`config.mk`:
```
export PLATFORM = sky130hd
export DESIGN_NAME = relay_bank_with_auto_off_timers_unit
export DESIGN_NICKNAME = d
export VERILOG_FILES = /design/src/rtl/rlybnk_pkg.sv /design/src/rtl/rlybnk_ram.sv /design/src/rtl/rlybnk_front.sv /design/src/rtl/rlybnk_queue.sv /design/src/rtl/rlybnk_back.sv /design/src/rtl/relay_bank_with_auto_off_timers_unit.sv
export SDC_FILE = /design/constraint.sdc
export NUM_CORES = 1
export LEC_CHECK = 0
export BUFFER_PORTS_ARGS = -buffer_cell sky130_fd_sc_hd__buf_2
export CAP_MARGIN = 0
export CORE_MARGIN = 5
export CORE_UTILIZATION = 30
export CTS_BUF_LIST = sky130_fd_sc_hd__clkbuf_4
export CTS_CLUSTER_DIAMETER = 80
export DETAILED_ROUTE_END_ITERATION = 10
export SETUP_SLACK_MARGIN = 0.02
export SYNTH_ARGS = -nofsm -noshare
export SYNTH_HDL_FRONTEND = slang
export SYNTH_HIERARCHICAL = 1
export SYNTH_SLANG_ARGS = --single-unit
```
`constraint.sdc`:
```
create_clock -name clk -period 6.2 [get_ports clk]
set_clock_uncertainty 0.2 [all_clocks]
set_input_delay 0.62 -clock clk [delete_from_list [all_inputs] [get_ports clk]]
set_output_delay 0.62 -clock clk [all_outputs]
set_load 0.05 [all_outputs]
```
`src/rtl/rlybnk_pkg.sv`:
```
// Shared types, codes and helpers for the relay bank with auto-off timers.
package rlybnk_pkg;

	localparam int RELAY_COUNT_DEF = 16;
	localparam int BANK_SIZE_DEF   = 8;
	localparam int TIMER_BITS_DEF  = 16;

	localparam int MODE_W     = 2;
	localparam int IDX_W      = 4;
	localparam int DUR_W      = 16;
	localparam int MASK_W     = 16;
	localparam int REM_W      = 16;
	localparam int PORT_W     = 8;
	localparam int REG_IDX_W  = 1;
	localparam int REG_DATA_W = 1;
	localparam int QUEUE_DEPTH = 2;

	localparam logic [MODE_W-1:0] MODE_TICK   = 2'd0;
	localparam logic [MODE_W-1:0] MODE_ON     = 2'd1;
	localparam logic [MODE_W-1:0] MODE_OFF    = 2'd2;
	localparam logic [MODE_W-1:0] MODE_TOGGLE = 2'd3;

	localparam logic [REG_IDX_W-1:0] REG_BANK0 = 1'b0;
	localparam logic [REG_IDX_W-1:0] REG_BANK1 = 1'b1;

	// classified request codes
	localparam int OP_W = 3;
	localparam logic [OP_W-1:0] OP_TICK   = 3'd0;
	localparam logic [OP_W-1:0] OP_ON     = 3'd1;
	localparam logic [OP_W-1:0] OP_OFF    = 3'd2;
	localparam logic [OP_W-1:0] OP_TOGGLE = 3'd3;
	localparam logic [OP_W-1:0] OP_PEEK   = 3'd4; // rejected, reports countdown
	localparam logic [OP_W-1:0] OP_NULL   = 3'd5; // rejected, reports zero

	typedef struct packed {
		logic [OP_W-1:0]  op;
		logic [IDX_W-1:0] idx;
		logic [DUR_W-1:0] dur;
	} req_t;

	// relay lies in a bank that exists and is present
	function automatic logic bank_ok(input int unsigned idx, input int unsigned bsize,
			input int unsigned count, input logic p0, input logic p1);
		logic r;
		r = 1'b0;
		if (idx < count) begin
			if (idx < bsize)
				r = p0;
			else if (idx < 2 * bsize)
				r = p1;
		end
		return r;
	endfunction

endpackage

```
`src/rtl/rlybnk_ram.sv`:
```
// Generic single-write, single-read RAM with registered read data.
module rlybnk_ram #(
	parameter int WIDTH = 16,
	parameter int DEPTH = 16
) (
	input  logic                     clk,
	input  logic                     we,
	input  logic [$clog2(DEPTH)-1:0] waddr,
	input  logic [WIDTH-1:0]         wdata,
	input  logic [$clog2(DEPTH)-1:0] raddr,
	output logic [WIDTH-1:0]         rdata
);

	logic [WIDTH-1:0] mem_q [DEPTH];
	logic [WIDTH-1:0] rdata_q;

	always_ff @(posedge clk) begin
		if (we)
			mem_q[waddr] <= wdata;
		rdata_q <= mem_q[raddr];
	end

	assign rdata = rdata_q;

endmodule

```
`src/rtl/rlybnk_front.sv`:
```
// Front end: accepts requests and classifies them against bank presence.
module rlybnk_front import rlybnk_pkg::*; #(
	parameter int RELAY_COUNT = RELAY_COUNT_DEF,
	parameter int BANK_SIZE   = BANK_SIZE_DEF
) (
	input  logic              clk,
	input  logic              arst_n,
	input  logic              bank0_present,
	input  logic              bank1_present,
	input  logic              in_valid,
	output logic              in_ready,
	input  logic [MODE_W-1:0] mode,
	input  logic [IDX_W-1:0]  relay_index,
	input  logic [DUR_W-1:0]  duration_seconds,
	output logic              req_valid,
	input  logic              req_ready,
	output req_t              req
);

	logic vld_s1;
	req_t req_s1;
	req_t cls;
	logic in_range;
	logic ok;

	always_comb begin
		in_range = 32'(relay_index) < RELAY_COUNT;
		ok = bank_ok(32'(relay_index), BANK_SIZE, RELAY_COUNT, bank0_present, bank1_present);
		cls.idx = relay_index;
		cls.dur = duration_seconds;
		cls.op  = OP_NULL;
		unique case (mode)
			MODE_TICK:   cls.op = (bank0_present || bank1_present) ? OP_TICK : OP_NULL;
			MODE_ON:     cls.op = OP_ON;
			MODE_OFF:    cls.op = OP_OFF;
			MODE_TOGGLE: cls.op = OP_TOGGLE;
			default:     cls.op = OP_NULL;
		endcase
		if (mode != MODE_TICK) begin
			if (!in_range)
				cls.op = OP_NULL;
			else if (!ok)
				cls.op = OP_PEEK;
		end
	end

	assign in_ready  = !vld_s1 || req_ready;
	assign req_valid = vld_s1;
	assign req       = req_s1;

	always_ff @(posedge clk or negedge arst_n) begin
		if (!arst_n) begin
			vld_s1 <= 1'b0;
		end else if (in_ready) begin
			vld_s1 <= in_valid;
		end
	end

	always_ff @(posedge clk) begin
		if (in_valid && in_ready)
			req_s1 <= cls;
	end

endmodule

```
`src/rtl/rlybnk_queue.sv`:
```
// Two-entry request queue between front end and executor.
module rlybnk_queue import rlybnk_pkg::*; (
	input  logic clk,
	input  logic arst_n,
	input  logic push_valid,
	output logic push_ready,
	input  req_t push_req,
	output logic pop_valid,
	input  logic pop_ready,
	output req_t pop_req
);

	localparam int PTR_W = $clog2(QUEUE_DEPTH);
	localparam int CNT_W = $clog2(QUEUE_DEPTH + 1);

	req_t             mem_q [QUEUE_DEPTH];
	logic [PTR_W-1:0] wr_ptr_q;
	logic [PTR_W-1:0] rd_ptr_q;
	logic [CNT_W-1:0] cnt_q;
	logic             push;
	logic             pop;

	assign push_ready = cnt_q != CNT_W'(QUEUE_DEPTH);
	assign pop_valid  = cnt_q != '0;
	assign pop_req    = mem_q[rd_ptr_q];
	assign push       = push_valid && push_ready;
	assign pop        = pop_valid && pop_ready;

	always_ff @(posedge clk or negedge arst_n) begin
		if (!arst_n) begin
			wr_ptr_q <= '0;
			rd_ptr_q <= '0;
			cnt_q    <= '0;
		end else begin
			if (push)
				wr_ptr_q <= (wr_ptr_q == PTR_W'(QUEUE_DEPTH - 1)) ? '0 : wr_ptr_q + 1'b1;
			if (pop)
				rd_ptr_q <= (rd_ptr_q == PTR_W'(QUEUE_DEPTH - 1)) ? '0 : rd_ptr_q + 1'b1;
			if (push && !pop)
				cnt_q <= cnt_q + 1'b1;
			else if (pop && !push)
				cnt_q <= cnt_q - 1'b1;
		end
	end

	always_ff @(posedge clk) begin
		if (push)
			mem_q[wr_ptr_q] <= push_req;
	end

endmodule

```
`src/rtl/rlybnk_back.sv`:
```
// Executor: carries out commands, sweeps countdowns on ticks, holds the result.
module rlybnk_back import rlybnk_pkg::*; #(
	parameter int RELAY_COUNT = RELAY_COUNT_DEF,
	parameter int BANK_SIZE   = BANK_SIZE_DEF,
	parameter int TIMER_BITS  = TIMER_BITS_DEF
) (
	input  logic              clk,
	input  logic              arst_n,
	input  logic              bank0_present,
	input  logic              bank1_present,
	input  logic              q_valid,
	output logic              q_ready,
	input  req_t              q_req,
	output logic              out_valid,
	input  logic              out_ready,
	output logic              accepted,
	output logic [MASK_W-1:0] relay_on_mask,
	output logic [MASK_W-1:0] expired_mask,
	output logic [REM_W-1:0]  remaining_seconds,
	output logic [PORT_W-1:0] port_low_drive,
	output logic [PORT_W-1:0] port_high_drive
);

	localparam int AW    = $clog2(RELAY_COUNT);
	localparam int XW0   = (TIMER_BITS > DUR_W) ? TIMER_BITS : DUR_W;
	localparam int XW    = (XW0 > REM_W) ? XW0 : REM_W;
	localparam int EXT_W = RELAY_COUNT + BANK_SIZE + PORT_W;

	localparam logic [2:0] ST_IDLE  = 3'd0;
	localparam logic [2:0] ST_CMD   = 3'd1;
	localparam logic [2:0] ST_SWEEP = 3'd2;
	localparam logic [2:0] ST_DRAIN = 3'd3;
	localparam logic [2:0] ST_DONE  = 3'd4;

	logic [2:0]             state_q;
	req_t                   req_q;
	logic [AW-1:0]          cnt_q;
	logic                   sv_s2;
	logic [AW-1:0]          si_s2;
	logic [RELAY_COUNT-1:0] on_q;
	logic [RELAY_COUNT-1:0] exp_q;
	logic [RELAY_COUNT-1:0] vbit_q;
	logic                   acc_q;
	logic [REM_W-1:0]       rem_q;

	logic                   out_valid_q;
	logic                   accepted_q;
	logic [MASK_W-1:0]      on_mask_q;
	logic [MASK_W-1:0]      exp_mask_q;
	logic [REM_W-1:0]       remaining_q;
	logic [PORT_W-1:0]      port_lo_q;
	logic [PORT_W-1:0]      port_hi_q;

	logic                   ram_we;
	logic [AW-1:0]          ram_waddr;
	logic [TIMER_BITS-1:0]  ram_wdata;
	logic [AW-1:0]          ram_raddr;
	logic [TIMER_BITS-1:0]  ram_rdata;

	logic [AW-1:0]          cmd_addr;
	logic [AW-1:0]          use_addr;
	logic [TIMER_BITS-1:0]  cd;
	logic [TIMER_BITS-1:0]  cd_dec;
	logic                   dec_go;
	logic                   timeout;
	logic                   cmd_go;
	logic [XW-1:0]          dur_x;
	logic [TIMER_BITS-1:0]  dur_sat;
	logic [TIMER_BITS-1:0]  new_cd;
	logic [XW-1:0]          rem_x;
	logic [REM_W-1:0]       rem_sat;
	logic                   load_out;
	logic [EXT_W-1:0]       on_ext;
	logic [PORT_W-1:0]      port_lo;
	logic [PORT_W-1:0]      port_hi;

	rlybnk_ram #(
		.WIDTH(TIMER_BITS),
		.DEPTH(RELAY_COUNT)
	) u_cd_ram (
		.clk  (clk),
		.we   (ram_we),
		.waddr(ram_waddr),
		.wdata(ram_wdata),
		.raddr(ram_raddr),
		.rdata(ram_rdata)
	);

	always_comb begin
		cmd_addr = AW'(req_q.idx);
		use_addr = (state_q == ST_CMD) ? cmd_addr : si_s2;
		// never-written entries read as disarmed
		cd       = vbit_q[use_addr] ? ram_rdata : '0;
		cd_dec   = cd - 1'b1;
		dec_go   = sv_s2 && on_q[si_s2] && (cd != '0) &&
			bank_ok(32'(si_s2), BANK_SIZE, RELAY_COUNT, bank0_present, bank1_present);
		timeout  = dec_go && (cd_dec == '0);
		cmd_go   = (state_q == ST_CMD) &&
			(req_q.op == OP_ON || req_q.op == OP_OFF || req_q.op == OP_TOGGLE);

		dur_x   = XW'(req_q.dur);
		dur_sat = (dur_x > XW'({TIMER_BITS{1'b1}})) ? '1 : dur_x[TIMER_BITS-1:0];
		new_cd  = (req_q.op == OP_ON) ? dur_sat : '0;

		rem_x   = XW'(cmd_go ? new_cd : cd);
		rem_sat = (rem_x > XW'({REM_W{1'b1}})) ? '1 : rem_x[REM_W-1:0];

		ram_we    = dec_go || cmd_go;
		ram_waddr = cmd_go ? cmd_addr : si_s2;
		ram_wdata = cmd_go ? new_cd : cd_dec;
		ram_raddr = (state_q == ST_SWEEP) ? cnt_q : AW'(q_req.idx);

		q_ready  = state_q == ST_IDLE;
		load_out = (state_q == ST_DONE) && (!out_valid_q || out_ready);

		// port bytes are active low; bits past the bank size stay off
		on_ext = EXT_W'(on_q);
		for (int b = 0; b < PORT_W; b++) begin
			port_lo[b] = !((b < BANK_SIZE) && on_ext[b]);
			port_hi[b] = !((b < BANK_SIZE) && on_ext[BANK_SIZE + b]);
		end
	end

	always_ff @(posedge clk or negedge arst_n) begin
		if (!arst_n) begin
			state_q     <= ST_IDLE;
			sv_s2       <= 1'b0;
			on_q        <= '0;
			vbit_q      <= '0;
			out_valid_q <= 1'b0;
		end else begin
			sv_s2 <= state_q == ST_SWEEP;
			if (ram_we)
				vbit_q[ram_waddr] <= 1'b1;
			if (timeout)
				on_q[si_s2] <= 1'b0;
			if (cmd_go) begin
				case (req_q.op)
					OP_ON:     on_q[cmd_addr] <= 1'b1;
					OP_OFF:    on_q[cmd_addr] <= 1'b0;
					OP_TOGGLE: on_q[cmd_addr] <= !on_q[cmd_addr];
					default:   on_q[cmd_addr] <= on_q[cmd_addr];
				endcase
			end
			if (out_valid_q && out_ready)
				out_valid_q <= 1'b0;
			if (load_out)
				out_valid_q <= 1'b1;

			unique case (state_q)
				ST_IDLE: begin
					if (q_valid) begin
						if (q_req.op == OP_TICK)
							state_q <= ST_SWEEP;
						else if (q_req.op == OP_NULL)
							state_q <= ST_DONE;
						else
							state_q <= ST_CMD;
					end
				end
				ST_CMD:   state_q <= ST_DONE;
				ST_SWEEP: begin
					if (cnt_q == AW'(RELAY_COUNT - 1))
						state_q <= ST_DRAIN;
				end
				ST_DRAIN: state_q <= ST_DONE;
				ST_DONE: begin
					if (load_out)
						state_q <= ST_IDLE;
				end
				default:  state_q <= ST_IDLE;
			endcase
		end
	end

	always_ff @(posedge clk) begin
		if (state_q == ST_IDLE && q_valid) begin
			req_q <= q_req;
			cnt_q <= '0;
			exp_q <= '0;
			acc_q <= q_req.op == OP_TICK;
			rem_q <= '0;
		end
		if (state_q == ST_SWEEP) begin
			cnt_q <= cnt_q + 1'b1;
			si_s2 <= cnt_q;
		end
		if (timeout)
			exp_q[si_s2] <= 1'b1;
		if (state_q == ST_CMD) begin
			acc_q <= cmd_go;
			rem_q <= rem_sat;
		end
		if (load_out) begin
			accepted_q  <= acc_q;
			on_mask_q   <= MASK_W'(on_q);
			exp_mask_q  <= MASK_W'(exp_q);
			remaining_q <= rem_q;
			port_lo_q   <= port_lo;
			port_hi_q   <= port_hi;
		end
	end

	assign out_valid         = out_valid_q;
	assign accepted          = accepted_q;
	assign relay_on_mask     = on_mask_q;
	assign expired_mask      = exp_mask_q;
	assign remaining_seconds = remaining_q;
	assign port_low_drive    = port_lo_q;
	assign port_high_drive   = port_hi_q;

endmodule

```
`src/rtl/relay_bank_with_auto_off_timers_unit.sv`:
```
// Relay bank with auto-off timers: config registers, front end, queue, executor.
// The executor takes one request at a time; later ones wait in the front end and queue.
// The tick sweep reads and writes one countdown per cycle through the single timer RAM.
// Reset: all relays off, every timer disarmed through per-entry valid bits, both banks
// absent; no clearing pass, requests are taken right after reset.
module relay_bank_with_auto_off_timers_unit import rlybnk_pkg::*; #(
	parameter int RELAY_COUNT = RELAY_COUNT_DEF,
	parameter int BANK_SIZE   = BANK_SIZE_DEF,
	parameter int TIMER_BITS  = TIMER_BITS_DEF
) (
	input  logic                  clk,
	input  logic                  arst_n,
	input  logic                  wr_en,
	input  logic [REG_IDX_W-1:0]  wr_index,
	input  logic [REG_DATA_W-1:0] wr_data,
	input  logic                  in_valid,
	output logic                  in_ready,
	input  logic [MODE_W-1:0]     mode,
	input  logic [IDX_W-1:0]      relay_index,
	input  logic [DUR_W-1:0]      duration_seconds,
	output logic                  out_valid,
	input  logic                  out_ready,
	output logic                  accepted,
	output logic [MASK_W-1:0]     relay_on_mask,
	output logic [MASK_W-1:0]     expired_mask,
	output logic [REM_W-1:0]      remaining_seconds,
	output logic [PORT_W-1:0]     port_low_drive,
	output logic [PORT_W-1:0]     port_high_drive
);

	logic bank0_q;
	logic bank1_q;
	logic fq_valid;
	logic fq_ready;
	req_t fq_req;
	logic qb_valid;
	logic qb_ready;
	req_t qb_req;

	always_ff @(posedge clk or negedge arst_n) begin
		if (!arst_n) begin
			bank0_q <= 1'b0;
			bank1_q <= 1'b0;
		end else if (wr_en) begin
			unique case (wr_index)
				REG_BANK0: bank0_q <= wr_data[0];
				REG_BANK1: bank1_q <= wr_data[0];
				default:   bank0_q <= bank0_q;
			endcase
		end
	end

	rlybnk_front #(
		.RELAY_COUNT(RELAY_COUNT),
		.BANK_SIZE  (BANK_SIZE)
	) u_front (
		.clk             (clk),
		.arst_n          (arst_n),
		.bank0_present   (bank0_q),
		.bank1_present   (bank1_q),
		.in_valid        (in_valid),
		.in_ready        (in_ready),
		.mode            (mode),
		.relay_index     (relay_index),
		.duration_seconds(duration_seconds),
		.req_valid       (fq_valid),
		.req_ready       (fq_ready),
		.req             (fq_req)
	);

	rlybnk_queue u_queue (
		.clk       (clk),
		.arst_n    (arst_n),
		.push_valid(fq_valid),
		.push_ready(fq_ready),
		.push_req  (fq_req),
		.pop_valid (qb_valid),
		.pop_ready (qb_ready),
		.pop_req   (qb_req)
	);

	rlybnk_back #(
		.RELAY_COUNT(RELAY_COUNT),
		.BANK_SIZE  (BANK_SIZE),
		.TIMER_BITS (TIMER_BITS)
	) u_back (
		.clk              (clk),
		.arst_n           (arst_n),
		.bank0_present    (bank0_q),
		.bank1_present    (bank1_q),
		.q_valid          (qb_valid),
		.q_ready          (qb_ready),
		.q_req            (qb_req),
		.out_valid        (out_valid),
		.out_ready        (out_ready),
		.accepted         (accepted),
		.relay_on_mask    (relay_on_mask),
		.expired_mask     (expired_mask),
		.remaining_seconds(remaining_seconds),
		.port_low_drive   (port_low_drive),
		.port_high_drive  (port_high_drive)
	);

endmodule

```
==> qor.txt <==
Max VDD drop: 274 µV
Dpl ws: 0.294 ns
Core Rows: 95
Library cells used by synthesis: 81
Clk Tree Root Cell: clkbuf_4
Worst-path clk slew: 0.07 ns
Initial DRT Pass Iterations: 5
Adder-Cell Fraction of Synth Area: 0.00244
Worst setup EP type: flop
Cell taking the most area after synthesis: edfxtp_1
Post-CTS Setup Repair Bufs: 0
Iteration-0 DRC Markers: 829
XOR/XNOR Fraction of Synth Area: 0.00727
Number of flops mapped to enable cells by yosys: 438
Starting Density: 0.304
Drc violations: 0
Syn nets: 1224
Seq cells post-synth: 514
Count of pins over their slew limit: 0
Share of the synthesized area in the top cell type: 0.642
Hold WC Path Type: reg2reg
Sequential-to-total area share from yosys stat: 0.727
Initial antenna violation count: 2
Clock Tree Buf Depth: 3
Status: finished clean
DRT Wirelength: 45200 µm
Lkg Pwr: 8.39 nW
Remaining global-route overflow: 0
R2R Setup Slk: 0.49 ns
CTS tree: built
Worst Setup Path Type: reg2reg
Post-Route Setup TNS: 0 ns
Hold Vio Cnt, Final: 0
Post-DP HPWL: 29200 µm
Die height: 271 µm
Die area: 73600 µm²
Mapped Avg Cell Area: 17.2 µm²
Routability Congestion: 0.875
Total number of vias: 11700
First-pass GRT wire length: 70000 µm
IO Pins: 96
Area of the core: 67400 µm²
Fill count: 6341
Synthesis Warnings: 6
Clock buffer count from CTS: 132
Worst EP arrival: 6.18 ns
Crit-path max FO: 32
Final worst slack: 0.494 ns
WP data required: 6.67 ns
FMAX: 175 MHz
Max_cap viols: 0
CP Launch Type: flop
Post-synthesis simple-gate area fraction: 0.0604
Clock sinks: 514
Fraction of layout cells with a size suffix above 1: 0.313
Synth area leaders: edfxtp_1, mux4_2, dfrtp_1
Minimum clock period: 5.71 ns
Port bufs: 95
Period utilization: 0.920
Compound-gate portion of the synthesized area: 0.0675
Top FF cell, synth: edfxtp_1
Setup violators final: 0
Pwr Density: 529 nW/µm²
Cells after Synth: 1191
Worst slew pin tran: 1.30 ns
Drt wl/cell: 18.8 µm
Total GRT Usage: 0.121
Htree depth: 4
Vias in the first global route: 12100
Routed Antenna Nets: 0
Mux contribution to synthesized area: 0.113
Pin count of the biggest net entering global routing: 49
Async SR Flop Fraction: 0.0856
Largest family of logic cells by synthesized area: multiplexers
Later-pin clock latency in the skew report: 0.82 ns
Area Growth Syn to Fin: 17.3%
Final nets: 1458
Die width: 271 µm
Synth Cell Area: 20500 µm²
RSZ-0062 raised after global routing: false
Routed vias/inst: 4.86
Max_slew headroom: 0.130
-- area by class of cell --
class,count,area (µm²),area share
Clock buffer,197,1480,0.0616
Inverter,28,105,0.00437
Multi-Input combinational cell,589,5180,0.216
Antenna cell,2,5.00,0.000208
Timing Repair Buffer,160,1040,0.0432
Clock inverter,37,228,0.00948
Tap cell,873,1090,0.0455
Sequential cell,514,14900,0.620
-- registers in the layout (all words and copies together) (netlist names), 2 cells and up --
register,cells
u_back/u_cd_ram/mem_q,256
u_queue/mem_q,46
u_front/req,23
u_back/dur_x,16
u_back/exp_q,16
u_back/expired_mask,16
u_back/on_q,16
u_back/relay_on_mask,16
u_back/rem_q,16
u_back/remaining_seconds,16
u_back/u_cd_ram/rdata,16
u_back/vbit_q,16
u_back/port_high_drive,8
u_back/port_low_drive,8
u_back/cmd_addr,4
u_back/cnt_q,4
u_back/si_s2,4
u_back/req_q,3
u_back/state_q,3
u_queue/cnt_q,2
-- metrics by stage --
stage / power [mW] / std cells / utilization / hold slack (ns) / cell area (µm²)
3_3_place_gp: 9.82 / 2134 / 0.326 / 0.205 / 22000
4_1_cts: 12.9 / 2398 / 0.356 / 0.213 / 24000
3_5_place_dp: 9.92 / 2134 / 0.326 / 0.205 / 22000
2_1_floorplan: 8.55 / 1191 / - / 0.124 / 20500
6_report: 12.7 / 2400 / 0.356 / 0.203 / 24000
5_1_grt: 13.4 / 2400 / 0.356 / 0.219 / 24000
-- cell families after synthesis --
group	Yosys count
xor+xnor	17
compound gates	188
flops	514
fa+ha+maj	4
simple gates	256
mux	124
buf+inv	88
-- critical path, stage by stage (launching register included) --
cell     delay, ns
dfrtp_1       0.49
nor3b_4       0.57
mux2i_1       0.38
mux2_2        0.38
a311o_1       0.38
o22a_1        0.38
nand2_1       0.20
ha_1          0.37
inv_1         0.19
o41ai_1       0.50
nand2_1       0.14
nor4b_2       0.41
nand4_4       0.47
o31a_2        0.50
-- layout by cell type, fill, tap and decap left out, types with 34 or more instances in the layout --
| cell | synthesis | routed |
|---|---|---|
| mux4_2 | 63 | 63 |
| a22oi_1 | 34 | 34 |
| o21ai_0 | 38 | 38 |
| dfrtp_1 | 44 | 44 |
| buf_4 | 4 | 35 |
| edfxtp_1 | 438 | 438 |
| buf_2 | 11 | 95 |
| clkbuf_4 | 0 | 197 |
| nand2_1 | 94 | 94 |
| nor2_1 | 67 | 65 |
-- path summary, 6_finish.rpt --
check / startpoint / to / cells after the start
min: u_back/exp_q[12] / u_back/expired_mask[12] / 0
max: u_back/state_q[1] / u_back/on_q[15] / 13
min reg2reg: u_back/exp_q[12] / u_back/expired_mask[12] / 0
max reg2reg: u_back/state_q[1] / u_back/on_q[15] / 13
max in group asynchronous: arst_n / u_queue/cnt_q[1] / 2
min in group asynchronous: arst_n / u_back/on_q[7] / 2
-- timing repair --
action                                 4_1_cts  5_1_grt
resized for setup                            0        1
endpoints found under the hold margin       72        0
hold buffers                                30        0
setup endpoints to repair                    0       15
-- per-layer routing --
layer	vias to the layer above	global-route usage	share of wire
met4	0	0.0386	0.015
met5	-	0	0
met1	5947	0.154	0.42
met3	61	0.0304	0.056
met2	384	0.205	0.51
li1	5268	-	-
-- power breakdown --
part | total [mW] | internal, mW | switching, mW
Sequential | 5.59 | 5.10 | 0.494
Combinational | 4.22 | 1.39 | 2.82
Clock | 2.89 | 1.58 | 1.32
-- synthesized netlist by cell type, types with 8 or more instances --
master    count
mux4_1       10
o21ai_0      38
mux2_2       12
dfxtp_1      32
inv_1        28
nand2_1      94
a21oi_1      18
mux2i_1      17
xor2_1       10
dfrtp_1      44
nand3_1      13
buf_6         8
o31a_1       13
a22o_1       16
a22oi_1      34
nand2b_1     12
edfxtp_1    438
buf_2        11
mux2_4       21
clkbuf_1     28
a31o_2       16
nor2b_1      15
nor3_1       16
nor2_1       67
mux4_2       63
(Power assumes the default switching activity.)
